<file path="src/ssr_pkg.sv">
// ----------------------------------------------------------------------------
// ssr_pkg
// types, constants and the delivery function of the segment reorder block
// ----------------------------------------------------------------------------
package ssr_pkg;

   localparam int REORDER_DEPTH = 16;
   localparam int CNT_W = $clog2(REORDER_DEPTH + 1);
   localparam logic [31:0] SIGN_BIT = 32'h8000_0000;
   localparam logic [23:0] MSG_MAX = 24'hFF_FFFF;

   localparam logic [2:0] KIND_DELIVERED = 3'd0;
   localparam logic [2:0] KIND_STASHED = 3'd1;
   localparam logic [2:0] KIND_DROPPED = 3'd2;
   localparam logic [2:0] KIND_IGNORED = 3'd3;
   localparam logic [2:0] KIND_FULL = 3'd4;

   typedef enum logic [2:0] {
      ST_IDLE,
      ST_CLASSIFY,
      ST_CHECK,
      ST_EMIT,
      ST_DRAIN,
      ST_FLUSH
   } state_type;

   typedef struct packed {
      logic [31:0] seq;
      logic [15:0] len;
      logic [3:0] flags;
      logic [7:0] tag;
   } entry_type;

   typedef struct packed {
      logic insert;
      logic pop;
   } cell_ctl_type;

   typedef struct packed {
      logic [2:0] kind;
      logic [7:0] tag;
      logic [31:0] seq;
      logic [15:0] trim;
      logic [15:0] useful;
      logic md;
      logic [23:0] size;
      logic closed;
      logic last;
   } res_type;

   typedef struct packed {
      res_type res;
      logic [31:0] exp_seq;
      logic [23:0] pend;
      logic closed;
   } dlv_type;

   function automatic res_type plain_res(logic [2:0] kind, entry_type e);
      res_type r;
      r = '0;
      r.kind = kind;
      r.tag = e.tag;
      r.seq = e.seq;
      return r;
   endfunction

   // trim, account and report one segment at or before the expected position
   function automatic dlv_type deliver(logic [31:0] exp_seq, logic [23:0] pend,
                                       entry_type e);
      dlv_type d;
      logic [31:0] back;
      logic [15:0] useful;
      logic [24:0] sum;
      logic [23:0] np;
      back = exp_seq - e.seq;
      d = '0;
      d.exp_seq = exp_seq;
      d.pend = pend;
      if (back > {16'd0, e.len} || (back == {16'd0, e.len} && e.flags == 4'd0)) begin
         d.res = plain_res(KIND_DROPPED, e);
      end else begin
         useful = e.len - back[15:0];
         sum = {1'b0, pend} + {9'd0, useful};
         np = (sum > {1'b0, MSG_MAX}) ? MSG_MAX : sum[23:0];
         d.res = plain_res(KIND_DELIVERED, e);
         d.res.trim = back[15:0];
         d.res.useful = useful;
         d.res.closed = e.flags[2];
         d.exp_seq = exp_seq + {16'd0, useful};
         if ((e.flags[1] || e.flags[2]) && np != 24'd0) begin
            d.res.md = 1'b1;
            d.res.size = np;
            np = 24'd0;
         end
         d.pend = e.flags[2] ? 24'd0 : np;
         d.closed = e.flags[2];
      end
      return d;
   endfunction

endpackage

</file>
<file path="src/ssr_cell.sv">
// ----------------------------------------------------------------------------
// ssr_cell
// one slot of the sorted reorder chain
// ----------------------------------------------------------------------------
module ssr_cell import ssr_pkg::*; (
   input logic clock,
   input cell_ctl_type ctl,
   input logic [31:0] expected,
   input logic [31:0] seg_dist,
   input entry_type new_entry,
   input entry_type left_entry,
   input entry_type right_entry,
   input logic occupied,
   input logic left_lt,
   output entry_type entry,
   output logic lt,
   output logic dup_hit
);

   entry_type entry_ff, entry_in;
   logic [31:0] rel;
   logic at_slot;

   assign rel = entry_ff.seq - expected;
   assign lt = occupied && ((rel ^ SIGN_BIT) < (seg_dist ^ SIGN_BIT));
   // first slot not behind the new segment
   assign at_slot = !lt && left_lt;
   assign dup_hit = at_slot && occupied && entry_ff.seq == new_entry.seq &&
                    new_entry.len <= entry_ff.len && new_entry.flags == entry_ff.flags;
   assign entry = entry_ff;

   always_comb begin
      entry_in = entry_ff;
      if (ctl.pop) begin
         entry_in = right_entry;
      end else if (ctl.insert && !lt) begin
         entry_in = at_slot ? new_entry : left_entry;
      end
   end

   always_ff @(posedge clock) begin
      entry_ff <= entry_in;
   end

endmodule

</file>
<file path="config.mk">
export PLATFORM = sky130hd
export DESIGN_NAME = ssr_cell
export DESIGN_NICKNAME = d
export VERILOG_FILES = /design/src/ssr_pkg.sv /design/src/ssr_cell.sv
export SDC_FILE = /design/constraint.sdc
export NUM_CORES = 1
export LEC_CHECK = 0
export ABC_AREA = 1
export BUFFER_PORTS_ARGS = -buffer_cell sky130_fd_sc_hd__buf_2
export CORE_MARGIN = 2
export CORE_UTILIZATION = 30
export CTS_CLUSTER_SIZE = 14
export DETAILED_ROUTE_END_ITERATION = 8
export PLACE_DENSITY = 0.64
export RECOVER_POWER = 100
export REMOVE_ABC_BUFFERS = 1
export SKIP_CTS_REPAIR_TIMING = 1
export SLEW_MARGIN = 5
export SYNTH_ARGS = -nofsm -noshare
export SYNTH_HDL_FRONTEND = slang
export SYNTH_SLANG_ARGS = --single-unit
</file>
<file path="constraint.sdc">
create_clock -name clock -period 8.18 [get_ports clock]
set_input_delay 1.636 -clock clock [delete_from_list [all_inputs] [get_ports clock]]
set_output_delay 1.636 -clock clock [all_outputs]
set_load 0.1 [all_outputs]
</file>
==> results.md <==
- Post-synthesis sequential area ratio: 24.6%
- Synth Warn #: 0
- Share of cells above drive strength 1: 18.9%
- Reg area: 1800 um^2
- Leading area contributor after synthesis: edfxtp_1
- Filler cells: 2,708
- Via count: 8,343
- HPWL after DPL: 22.8 mm
- ANT nets after route: 0
- Max reg flops: 60
- Cells after synthesis: 1,148
- Synth Area in Compound Gates: 10.1%
- Clock Latency Late Sink: 0.33 ns
- Final period util: 88.9%
- Design Power: 0.00205 W
- Total negative slack: 0 ns
- Drt total wl: 27.8 mm
- Worst slew pin tran: 1.54 ns
- VDD IR max: 112 uV
- Port Buffers: 310
- Gp weighted congestion: 0.896
- Max Transition Viols Final: 61
- Mux cell area share after synthesis: 0%
- Post-synth ARST share: 0%
- Reg-to-reg critical path startpoint: entry[30]$_DFFE_PP_
- Switching share of power: 51.0%
- Synth unique cells: 38
- CP startpoint kind: primary input
- Layout net count: 1,769
- Most frequent cells in the layout: nand2_1, inv_1, buf_2
- CP max stage delay: 0.48 ns
- P_int: 0.00101 W
- Boundary Pins: 311
- Unrepaired setup endpoints after global routing: no
- Pleak: 5.43 nW
- Drc violations: 0
- TritonCTS Sinks: 60
- Syn avg cell area: 6.38 um^2
- Failing checks: max-capacitance violations, max-slew violations
- Pre-antenna DRT Iters: 5
- Switching power: 0.00105 W
- Critical Path End Type: output pin
- CP Data Required Time: 6.54 ns
- Xor and xnor area share after synthesis: 4.06%
- Inserted Clock Buffers: 9
- Seq pwr share: 22.4%
- Finish-stage setup viols: 0
- CP max-delay cell: clkbuf_2
- Crit path cell chain: buf_2, inv_1, ha_1, a21oi_1, nand2_1, a21oi_1, o21ai_0, nand3_1, nand2_1, nand2_1, nand2_1, nand2_1, nand2_1, ha_1, nand2_1, nor2_1, nand4_1, nor3_1, nand2_1, nand2_1, nand2_8, nor2_1, clkbuf_2
- Inst Count DP: 1,754
- Post-synth EDFFs: 60
- CTS tree: built
- Min-delay src: right_entry[3]
- Synth Area in Simple Gates: 31.9%
- Critical Path Most Common Cell: nand2_1
- Most common cell after layout, fill and taps aside: nand2_1
- Hold Crit Class: primary input to flop
- Register bit total from synthesis: 60
- Initial antenna violation count: 4
- Fin worst setup slack: 0.904 ns
- Vias per cell: 4.71
- Critical path class: primary input to output pin
- P&R area growth vs syn: 28.2%
- Die ar.: 25,700 um^2
- H-tree depth: 3
- First-pass GRT wire length: 42.0 mm
- Overflow left after global routing: 0
- Yosys top cell area share: 24.6%
- Clock power frac: 21.3%
- Largest net degree at the start of global routing: 62
- Slew margin rel.: -3.33%
- Wire per inst: 15.7 um
- Cell area after layout: 9400 um^2
- DIE WIDTH: 160 um
- Outcome: complete, but fails checks
- Placed cell area: 9150 um^2
- Top post-synthesis cells by area: edfxtp_1, nand2_1, ha_1, inv_1, nand3_1
- WHS Path Cells: 3
- WP data arrival: 5.64 ns
- Place WS: 1.30 ns
- Total core area: 24,200 um^2
- Non-Filler Instances: 1,773
- Clk slew on worst S/H paths: 0.06 ns
- Critical path peak fanout: 61
- Skew final: 0.00948 ns
- Initial Utilization: 30.3%
- Power per cell area: 218 nW/um^2
- Ys flop type: edfxtp_1
- Longest Clk Path Bufs: 2
- Post-synthesis adder-cell area fraction: 13.6%
- Max cap viols: 1
- CP startpoint: expected[2]
- Multi-input gate area in the final layout: 4370 um^2
- Main combinational cell family by area after synthesis: simple AND/OR/NAND/NOR gates
- Vias in the first global route: 8,178
- Comb pwr share: 56.3%
- Tmin final: 7.28 ns
- Reg2Reg Depth: 21
- Die height: 160 um
- Fmax: 0.137 GHz
- 1st-iter DRT viols: 471
- GRT Util Overall: 21.1%
- Mapped cell area: 7330 um^2
- Final hold violations: 0
- Num rows: 57
- CTS root buf: clkbuf_16
## power groups by stage
stage                     Clock [W]  Sequential, W  Combinational [W]
after CTS                  0.000444       0.000459            0.00118
after global routing       0.000454       0.000468            0.00127
after detailed placement          0       0.000465            0.00117
after floorplan                   0       0.000780           0.000531
final                      0.000437       0.000460            0.00115
after global placement            0       0.000464            0.00117
## metrics by stage
stage	hold slack [ns]	util [%]
final	1.58	38.9
after global routing	1.58	38.9
after CTS	1.56	39.2
after detailed placement	1.83	37.8
after global placement	1.83	37.8
after floorplan	1.82	-
## synthesized netlist by cell type, types with 7 or more instances
library cell,instances
nor2_1,56
xor2_1,24
inv_1,260
a21oi_1,56
nand2_1,323
nand4_1,16
edfxtp_1,60
clkbuf_1,14
o21ai_0,33
o22ai_1,7
nand3_1,145
ha_1,78
xnor2_1,10
## layout make-up
cell class,count,share of cell area (%)
timing repair buffer,314,16.0
antenna,3,0.0799
tap,324,4.31
sequential,60,19.2
multi-input combinational,795,46.5
clock buffer,10,2.44
clock inverter,6,1.09
inverter,261,10.4
## worst max-delay path: cells and delay by family
kind	cells	cell delay, ns
compound gates	3	0.80
fa+ha+maj	2	0.63
buf+inv	3	0.60
simple gates	15	1.91
## worst paths after layout
kind	to	slack (ns)
min	entry[3]$_DFFE_PP_	1.58
max reg2reg	entry[44]$_DFFE_PP_	2.41
max	dup_hit	0.90
min reg2reg	entry[56]$_DFFE_PP_	1.98
## metal layers
metal  up-vias  wire, um  GRT usage (%)
met1      3721     11200           25.3
met5         -         0              0
li1       4245         -              -
met4         0       777           7.13
met2       337     13700           37.9
met3        40      2110           3.82
## cell families (layout without fill, tap and decap cells)
group,after synthesis,in the layout
adder cells (fa/ha/maj),79,79
AND/OR/NAND/NOR,553,553
flip-flops,60,60
XOR/XNOR,34,34
buffers and inverters,293,591
AO/OA/AOI/OAI,129,129
other,0,3
Power figures use the tool's default switching activity.
